## config.mk

```make
export PLATFORM = sky130hd
export DESIGN_NAME = swipe_gesture_classifier_top
export DESIGN_NICKNAME = d
export VERILOG_FILES = /design/src/sv/swipe_pkg.sv /design/src/sv/swipe_dp.sv /design/src/sv/swipe_ctrl.sv /design/src/sv/swipe_gesture_classifier_top.sv
export SDC_FILE = /design/constraint.sdc
export NUM_CORES = 1
export LEC_CHECK = 0
export BUFFER_PORTS_ARGS = -buffer_cell sky130_fd_sc_hd__buf_2
export CAP_MARGIN = 20
export CORE_MARGIN = 2
export CORE_UTILIZATION = 28
export DETAILED_ROUTE_END_ITERATION = 6
export PLACE_DENSITY_LB_ADDON = 0.2
export SYNTH_ARGS = -nofsm -noshare
export SYNTH_HDL_FRONTEND = slang
export SYNTH_SLANG_ARGS = --single-unit
```

## constraint.sdc

```tcl
create_clock -name clk -period 11.9 [get_ports clk]
set_input_delay 1.785 -clock clk [delete_from_list [all_inputs] [get_ports clk]]
set_output_delay 1.785 -clock clk [all_outputs]
set_load 0.05 [all_outputs]
```

## src/sv/swipe_pkg.sv

```systemverilog
// Shared types and constants for the swipe gesture classifier.
// No dependencies; used by every module of the block.
package swipe_pkg;

    localparam int COORD_BITS = 11;
    localparam int TIME_BITS  = 32;

    localparam int MIN_DIST_W = 12;
    localparam int MAX_TIME_W = 16;
    localparam int CFG_W      = 16;
    localparam int CFG_IDX_W  = 1;
    localparam int DIR_W      = 3;
    localparam int DIST_W     = 12;
    localparam int DUR_W      = 16;

    // squared distance and root datapath widths
    localparam int SQ_W       = 2 * COORD_BITS + 1;
    localparam int ACC_W      = SQ_W + 1;
    localparam int ROOT_STEPS = (SQ_W + 1) / 2;
    localparam int ROOT_CNT_W = $clog2(ROOT_STEPS);

    localparam logic [DIST_W-1:0]     DIST_MAX         = '1;
    localparam logic [MIN_DIST_W-1:0] MIN_DISTANCE_RST = MIN_DIST_W'(50);
    localparam logic [MAX_TIME_W-1:0] MAX_TIME_RST     = MAX_TIME_W'(1000);

    // register indexes
    localparam logic [CFG_IDX_W-1:0] REG_MIN_DISTANCE = 1'b0;
    localparam logic [CFG_IDX_W-1:0] REG_MAX_TIME     = 1'b1;

    // direction codes
    localparam logic [DIR_W-1:0] DIR_TAP   = 3'd0;
    localparam logic [DIR_W-1:0] DIR_RIGHT = 3'd1;
    localparam logic [DIR_W-1:0] DIR_LEFT  = 3'd2;
    localparam logic [DIR_W-1:0] DIR_DOWN  = 3'd3;
    localparam logic [DIR_W-1:0] DIR_UP    = 3'd4;

    typedef struct packed {
        logic capture;
        logic load_origin;
        logic load_diff;
        logic load_sq;
        logic load_sum;
        logic root_step;
        logic load_out;
    } swipe_cmd_t;

    typedef struct packed {
        logic pressed;
        logic elapsed_ok;
    } swipe_status_t;

endpackage

```

## src/sv/swipe_dp.sv

```systemverilog
// Datapath: sample and origin registers, config registers, squares,
// iterative square root and result register. Depends on swipe_pkg.
module swipe_dp
(
    input  logic                                clk,
    input  logic                                rst_n,
    input  logic                                cfg_we,
    input  logic [swipe_pkg::CFG_IDX_W-1:0]     cfg_index,
    input  logic [swipe_pkg::CFG_W-1:0]         cfg_data,
    input  logic [swipe_pkg::COORD_BITS-1:0]    pos_x,
    input  logic [swipe_pkg::COORD_BITS-1:0]    pos_y,
    input  logic                                pressed,
    input  logic [swipe_pkg::TIME_BITS-1:0]     stamp_ms,
    input  swipe_pkg::swipe_cmd_t               cmd,
    output swipe_pkg::swipe_status_t            status,
    output logic [swipe_pkg::DIR_W-1:0]         direction,
    output logic [swipe_pkg::DIST_W-1:0]        distance,
    output logic [swipe_pkg::DUR_W-1:0]         duration
);

    localparam int CW = swipe_pkg::COORD_BITS;
    localparam int TW = swipe_pkg::TIME_BITS;
    localparam int AW = swipe_pkg::ACC_W;

    logic [swipe_pkg::MIN_DIST_W-1:0] min_distance_reg;
    logic [swipe_pkg::MAX_TIME_W-1:0] max_time_reg;

    logic [CW-1:0] smp_x_reg, smp_y_reg;
    logic          smp_pressed_reg;
    logic [TW-1:0] smp_stamp_reg;
    logic [CW-1:0] origin_x_reg, origin_y_reg;
    logic [TW-1:0] origin_time_reg;

    logic [CW-1:0]                  adx_reg, ady_reg;
    logic                           x_pos_reg, y_pos_reg;
    logic [swipe_pkg::DUR_W-1:0]    dur_reg;
    logic [2*CW-1:0]                sqx_reg, sqy_reg;
    logic [AW-1:0]                  rem_reg, root_reg, bit_reg;

    logic [swipe_pkg::DIR_W-1:0]    direction_reg;
    logic [swipe_pkg::DIST_W-1:0]   distance_reg;
    logic [swipe_pkg::DUR_W-1:0]    duration_reg;

    logic [TW-1:0] elapsed;
    logic          x_pos, y_pos;
    logic [CW-1:0] adx, ady;
    logic [AW-1:0] trial;
    logic          tap;
    logic [swipe_pkg::DIST_W-1:0] dist_sat;
    logic [swipe_pkg::DIR_W-1:0]  dir_next;

    // config registers
    always_ff @(posedge clk or negedge rst_n)
    begin
        if (!rst_n)
        begin
            min_distance_reg <= swipe_pkg::MIN_DISTANCE_RST;
            max_time_reg     <= swipe_pkg::MAX_TIME_RST;
        end
        else if (cfg_we)
        begin
            unique case (cfg_index)
                swipe_pkg::REG_MIN_DISTANCE:
                    min_distance_reg <= cfg_data[swipe_pkg::MIN_DIST_W-1:0];
                swipe_pkg::REG_MAX_TIME:
                    max_time_reg <= cfg_data[swipe_pkg::MAX_TIME_W-1:0];
                default: ;
            endcase
        end
    end

    // release against origin
    assign elapsed = smp_stamp_reg - origin_time_reg;
    assign x_pos   = smp_x_reg > origin_x_reg;
    assign y_pos   = smp_y_reg > origin_y_reg;
    assign adx     = x_pos ? smp_x_reg - origin_x_reg : origin_x_reg - smp_x_reg;
    assign ady     = y_pos ? smp_y_reg - origin_y_reg : origin_y_reg - smp_y_reg;

    assign status.pressed    = smp_pressed_reg;
    assign status.elapsed_ok = elapsed <= TW'(max_time_reg);

    // one root digit per step
    assign trial = root_reg + bit_reg;

    // classification of the finished root
    assign tap      = root_reg < AW'(min_distance_reg);
    assign dist_sat = (root_reg > AW'(swipe_pkg::DIST_MAX)) ? swipe_pkg::DIST_MAX
                                                           : root_reg[swipe_pkg::DIST_W-1:0];

    always_comb
    begin
        priority if (tap)
            dir_next = swipe_pkg::DIR_TAP;
        else if (adx_reg > ady_reg)
            dir_next = x_pos_reg ? swipe_pkg::DIR_RIGHT : swipe_pkg::DIR_LEFT;
        else
            dir_next = y_pos_reg ? swipe_pkg::DIR_DOWN : swipe_pkg::DIR_UP;
    end

    always_ff @(posedge clk)
    begin
        if (cmd.capture)
        begin
            smp_x_reg       <= pos_x;
            smp_y_reg       <= pos_y;
            smp_pressed_reg <= pressed;
            smp_stamp_reg   <= stamp_ms;
        end
        if (cmd.load_origin)
        begin
            origin_x_reg    <= smp_x_reg;
            origin_y_reg    <= smp_y_reg;
            origin_time_reg <= smp_stamp_reg;
        end
        if (cmd.load_diff)
        begin
            adx_reg   <= adx;
            ady_reg   <= ady;
            x_pos_reg <= x_pos;
            y_pos_reg <= y_pos;
            dur_reg   <= elapsed[swipe_pkg::DUR_W-1:0];
        end
        if (cmd.load_sq)
        begin
            sqx_reg <= (2*CW)'(adx_reg) * (2*CW)'(adx_reg);
            sqy_reg <= (2*CW)'(ady_reg) * (2*CW)'(ady_reg);
        end
        if (cmd.load_sum)
        begin
            rem_reg  <= AW'(sqx_reg) + AW'(sqy_reg);
            root_reg <= '0;
            bit_reg  <= AW'(1) << (2 * (swipe_pkg::ROOT_STEPS - 1));
        end
        else if (cmd.root_step)
        begin
            if (rem_reg >= trial)
            begin
                rem_reg  <= rem_reg - trial;
                root_reg <= (root_reg >> 1) + bit_reg;
            end
            else
            begin
                root_reg <= root_reg >> 1;
            end
            bit_reg <= bit_reg >> 2;
        end
        if (cmd.load_out)
        begin
            direction_reg <= dir_next;
            distance_reg  <= dist_sat;
            duration_reg  <= dur_reg;
        end
    end

    assign direction = direction_reg;
    assign distance  = distance_reg;
    assign duration  = duration_reg;

endmodule

```

## src/sv/swipe_ctrl.sv

```systemverilog
// Controller: state machine, touch-active flag, root step counter and
// result valid flag. Depends on swipe_pkg.
module swipe_ctrl
(
    input  logic                      clk,
    input  logic                      rst_n,
    input  logic                      in_valid,
    output logic                      in_ready,
    output logic                      out_valid,
    input  logic                      out_ready,
    input  swipe_pkg::swipe_status_t  status,
    output swipe_pkg::swipe_cmd_t     cmd
);

    typedef enum logic [5:0] {
        S_IDLE = 6'b000001,
        S_EVAL = 6'b000010,
        S_SQR  = 6'b000100,
        S_SUM  = 6'b001000,
        S_ROOT = 6'b010000,
        S_OUT  = 6'b100000
    } state_t;

    localparam int CNT_W = swipe_pkg::ROOT_CNT_W;
    localparam logic [CNT_W-1:0] CNT_LAST = CNT_W'(swipe_pkg::ROOT_STEPS - 1);

    state_t           state_reg, state_next;
    logic             active_reg, active_next;
    logic             out_valid_reg, out_valid_next;
    logic [CNT_W-1:0] step_cnt_reg, step_cnt_next;

    always_comb
    begin
        state_next     = state_reg;
        active_next    = active_reg;
        step_cnt_next  = step_cnt_reg;
        cmd            = '0;
        cmd.capture    = 1'b0;
        in_ready       = 1'b0;

        unique case (state_reg)
            S_IDLE:
            begin
                in_ready    = 1'b1;
                cmd.capture = in_valid;
                if (in_valid)
                    state_next = S_EVAL;
            end
            S_EVAL:
            begin
                cmd.load_diff = 1'b1;
                state_next    = S_IDLE;
                if (status.pressed)
                begin
                    if (!active_reg)
                    begin
                        cmd.load_origin = 1'b1;
                        active_next     = 1'b1;
                    end
                end
                else if (active_reg)
                begin
                    active_next = 1'b0;
                    if (status.elapsed_ok)
                        state_next = S_SQR;
                end
            end
            S_SQR:
            begin
                cmd.load_sq = 1'b1;
                state_next  = S_SUM;
            end
            S_SUM:
            begin
                cmd.load_sum  = 1'b1;
                step_cnt_next = '0;
                state_next    = S_ROOT;
            end
            S_ROOT:
            begin
                cmd.root_step = 1'b1;
                step_cnt_next = step_cnt_reg + CNT_W'(1);
                if (step_cnt_reg == CNT_LAST)
                    state_next = S_OUT;
            end
            S_OUT:
            begin
                // wait for the result slot to free up
                if (!out_valid_reg || out_ready)
                begin
                    cmd.load_out = 1'b1;
                    state_next   = S_IDLE;
                end
            end
            default:
            begin
                state_next = S_IDLE;
            end
        endcase
    end

    always_comb
    begin
        priority if (cmd.load_out)
            out_valid_next = 1'b1;
        else if (out_ready)
            out_valid_next = 1'b0;
        else
            out_valid_next = out_valid_reg;
    end

    always_ff @(posedge clk or negedge rst_n)
    begin
        if (!rst_n)
        begin
            state_reg     <= S_IDLE;
            active_reg    <= 1'b0;
            out_valid_reg <= 1'b0;
            step_cnt_reg  <= '0;
        end
        else
        begin
            state_reg     <= state_next;
            active_reg    <= active_next;
            out_valid_reg <= out_valid_next;
            step_cnt_reg  <= step_cnt_next;
        end
    end

    assign out_valid = out_valid_reg;

`ifndef SYNTH
    // never overwrite a result that is still waiting
    assert property (@(posedge clk) disable iff (!rst_n)
        cmd.load_out |-> (!out_valid_reg || out_ready))
        else $error("result register overwritten");

    // root iteration starts from a cleared counter
    assert property (@(posedge clk) disable iff (!rst_n)
        state_reg == S_SUM |=> (state_reg == S_ROOT && step_cnt_reg == '0))
        else $error("root iteration not started cleanly");

    // last root step hands over to output
    assert property (@(posedge clk) disable iff (!rst_n)
        (state_reg == S_ROOT && step_cnt_reg == CNT_LAST) |=> state_reg == S_OUT)
        else $error("root iteration count wrong");

    // a release always ends the touch
    assert property (@(posedge clk) disable iff (!rst_n)
        (state_reg == S_EVAL && !status.pressed) |=> !active_reg)
        else $error("touch still active after release");
`endif

endmodule

```

## src/sv/swipe_gesture_classifier_top.sv

```systemverilog
// A release request, once accepted, passes EVAL, SQR, SUM, ROOT and OUT before out_valid rises.
// Press and ignored requests pass IDLE and EVAL only; a release that yields a gesture also runs
//   the 12-step restoring square root (one digit a cycle). No new request is taken until IDLE.
// A finished gesture waits in the output register while the next request is taken.
// Reset (rst_n, async, active low): no touch active, no result pending, registers
//   min_distance = 50 and max_time = 1000.
// Top level of the swipe gesture classifier; instantiates swipe_ctrl and swipe_dp.
// Depends on swipe_pkg.
module swipe_gesture_classifier_top
(
    input  logic                              clk,
    input  logic                              rst_n,
    // configuration write port
    input  logic                              cfg_we,
    input  logic [swipe_pkg::CFG_IDX_W-1:0]   cfg_index,
    input  logic [swipe_pkg::CFG_W-1:0]       cfg_data,
    // touch sample request
    input  logic                              in_valid,
    output logic                              in_ready,
    input  logic [swipe_pkg::COORD_BITS-1:0]  pos_x,
    input  logic [swipe_pkg::COORD_BITS-1:0]  pos_y,
    input  logic                              pressed,
    input  logic [swipe_pkg::TIME_BITS-1:0]   stamp_ms,
    // gesture request
    output logic                              out_valid,
    input  logic                              out_ready,
    output logic [swipe_pkg::DIR_W-1:0]       direction,
    output logic [swipe_pkg::DIST_W-1:0]      distance,
    output logic [swipe_pkg::DUR_W-1:0]       duration
);

    // Flow per request:
    //   IDLE  - take the sample into the datapath
    //   EVAL  - press while idle stores origin; release while active ends the touch
    //           and, if the elapsed time fits max_time, starts the gesture math
    //   SQR   - square |dx| and |dy|
    //   SUM   - add the squares, seed the root
    //   ROOT  - one result bit per cycle
    //   OUT   - classify and load the output register once it is free

    swipe_pkg::swipe_cmd_t    cmd;
    swipe_pkg::swipe_status_t status;

    swipe_ctrl u_ctrl
    (
        .clk       (clk),
        .rst_n     (rst_n),
        .in_valid  (in_valid),
        .in_ready  (in_ready),
        .out_valid (out_valid),
        .out_ready (out_ready),
        .status    (status),
        .cmd       (cmd)
    );

    swipe_dp u_dp
    (
        .clk       (clk),
        .rst_n     (rst_n),
        .cfg_we    (cfg_we),
        .cfg_index (cfg_index),
        .cfg_data  (cfg_data),
        .pos_x     (pos_x),
        .pos_y     (pos_y),
        .pressed   (pressed),
        .stamp_ms  (stamp_ms),
        .cmd       (cmd),
        .status    (status),
        .direction (direction),
        .distance  (distance),
        .duration  (duration)
    );

endmodule

```

==> flow_summary.ini <==
[yosys]
yosys.area.top_type_share_pct = 29.17
synth_top_family_by_area = adder cells
ys_seq_area_share_pct = 36.01
synth_cell_types = 92
syn-instance-count = 2502
synth_edf_count = 246
synth_nets = 3002
synth_area_leader_cell = edfxtp_1
synth.cell_area_um2 = 25330
ys.flop_type = edfxtp_1
synth_most_common_cell = inv_1
ys_seq_elements = 322
muxShareOfSynthArea_pct = 2.203
synthSimpleGateAreaFrac_pct = 11.43
synthArstFlopShare_pct = 12.42
synth_compound_area_share_pct = 13.64
synth_fa_ha_area_share_pct = 24.90
synthXorXnorAreaFrac_pct = 5.360
synth_area_per_cell_um2 = 10.12
yosys_warnings = 0
synthTopCellsByCount = inv_1 (358), ha_1 (288), edfxtp_1 (246)
synthTopCellsByArea = edfxtp_1 (29%), ha_1 (14%), fa_1 (11%)

[cells_and_area]
area_growth_pct = 13.02
fin_nets = 3098
fin_cells = 3805
fill_cells = 9183
drive_gt1_share_pct = 10.54
multi_input_area_um2 = 14600
regArea_um2 = 9121
diodes = 0

[setup_path]
cp_slowest_stage_delay_ps = 650
r2r_slack_ps = 5760
crit_path_max_fanout = 12
crit_chain = and2_1 -> inv_1 -> fa_1 -> fa_1 -> inv_1 -> ha_1 -> fa_1 -> inv_1 -> fa_1 -> inv_1 -> ha_1 -> nand2_1 -> o21ai_1 -> o41ai_1 -> o21ai_1 -> o41ai_1 -> o21ai_1 -> nor4_1 -> a21oi_1 -> xnor2_1
critPathCaptureType = register
startpoint_type = register
slowest_stage = edfxtp_1
path_delay_family = adder cells
critPathArrivalTime_ps = 6450
crit_type = reg2reg
cp.required_ps = 12210
crit_buf_inv = 4

[global_route]
grt_pass1_vias = 18590
track_usage_pct = 13.25
grt_pass1_wl_um = 99860
antenna_found_initial = 1
grt_max_degree = 56
grt_overflow = 0

[floorplan]
dieWidth_um = 304.8
core_um2 = 89870
dieArea_um2 = 92880
pin_count = 110
rows = 110
fp.dieH_um = 304.8
start_util_pct = 28.18

[cts]
cts.reportedPaths.clkPinSlew_ps = 60
post_cts_buffers = 0
cts_root_buf = clkbuf_16
cts_num_sinks = 322
cts_tree = done
cts_buffer_depth = 3
postCtsHoldBufs = 0
cts_buffers = 40
h-tree-depth = 2
post_cts_resized = 0
insertion_delay_ps = 590

[outcome]
status = complete, no violations

[routing]
dr.pass1.iters = 7
drc_errors = 0
wl_per_cell_um = 16.00
drtAntennaViolNets = 0
routed_wirelength_um = 60880
vias = 17750
vias_per_cell = 4.665
first_iter_violations = 967

[timing]
slew_headroom_pct = 38.24
fin_worst_skew_ps = 43.16
min_period_over_period_pct = 51.56
fin_hold_ws_ps = 401.3
drv_slew = 0
timing.final.crit_period_ps = 6135
fmax_mhz = 163.0
setup_violations = 0
hold_violations = 0
tightest_slew_ps = 926.5
setup_tns_ps = 0
rsz0062_at_grt = no

[power_and_ir_drop]
ir_drop_v = 0.00009904
power.total_mw = 4.137
leakage_nw = 12.42
p_per_area_nw_per_um2 = 144.5

[worst_hold_path]
min_path_type = reg2reg

[job]
max-cap-violations = 0

[placed_design]
portBuffers = 109
place_hpwl_um = 47670
gp_congestion = 0.8343
placedCellCount = 3730
report_power, final:
| group | internal [mW] | switching, mW |
|---|---|---|
| registers | 1.33 | 0.0302 |
| clock network | 0.801 | 0.511 |
| logic | 0.625 | 0.841 |
| total | 2.76 | 1.38 |
worst paths after layout:
check,cells past startpoint,endpoint,start
hold / removal,0,u_dp.duration[7],u_dp.dur_reg[7]
hold reg to reg,0,u_dp.duration[7],u_dp.dur_reg[7]
setup / recovery,20,u_dp.sqx_reg[21],u_dp.adx_reg[7]
setup reg to reg,20,u_dp.sqx_reg[21],u_dp.adx_reg[7]
min in group asynchronous,1,u_dp.min_distance_reg[9],rst_n
max in group asynchronous,2,u_ctrl.state_reg[0],rst_n
logic make-up (layout without fill, tap and decap cells):
group,count (synthesis),in the layout
compound gates,524,524
flops,322,322
fa+ha+maj,423,423
buf+inv,427,554
simple gates,598,598
xor+xnor,155,155
mux,53,53
worst register-to-register path: stages, from the launching register on:
cell      delay, ps
edfxtp_1        650
and2_1          250
inv_1            70
fa_1            450
fa_1            550
inv_1            40
ha_1            310
fa_1            530
inv_1            50
fa_1            530
inv_1            40
ha_1            340
nand2_1          80
o21ai_1          80
o41ai_1         610
o21ai_1         240
o41ai_1         450
o21ai_1         170
nor4_1          210
a21oi_1          90
xnor2_1         140
cells in the final DEF, fill, tap and decap left out, drive strengths merged, types with 31 or more instances in the layout:
cell and instances:
ha 288, a21oi 141, clkbuf 48, edfxtp 246, fa 135, mux2i 31
dfxtp 36, o21ai 138, nand2 203, inv 358, xor2 61, and2 46
nor2b 38, nor2 132, a21o 55, xnor2 94, buf 122
area by class of cell:
| cell class | instances | share of cell area, % |
|---|---|---|
| Inverter | 359 | 4.708 |
| Sequential cell | 322 | 31.86 |
| Clock buffer | 48 | 3.746 |
| Timing Repair Buffer | 122 | 2.334 |
| Tap cell | 1176 | 5.140 |
| Multi-Input combinational cell | 1753 | 50.99 |
| Clock inverter | 25 | 1.215 |
metrics by stage:
stage | area (um^2) | util, % | worst slack [ps]
2_1_floorplan | 25330 | - | 6006
3_3_place_gp | 27160 | 30.23 | 5929
3_5_place_dp | 27160 | 30.23 | 5801
4_1_cts | 28580 | 31.81 | 5783
5_1_grt | 28630 | 31.85 | 5251
6_report | 28630 | 31.85 | 5765
layer usage:
metal | part of all wire (%) | up-vias | track usage, %
li1 | - | 8826 | -
met1 | 48 | 8573 | 17.78
met2 | 46 | 261 | 22.00
met3 | 3.4 | 88 | 2.030
met4 | 2.6 | 2 | 3.949
met5 | 0.020 | - | 0
Note: power is estimated with default switching activity, not from simulation.
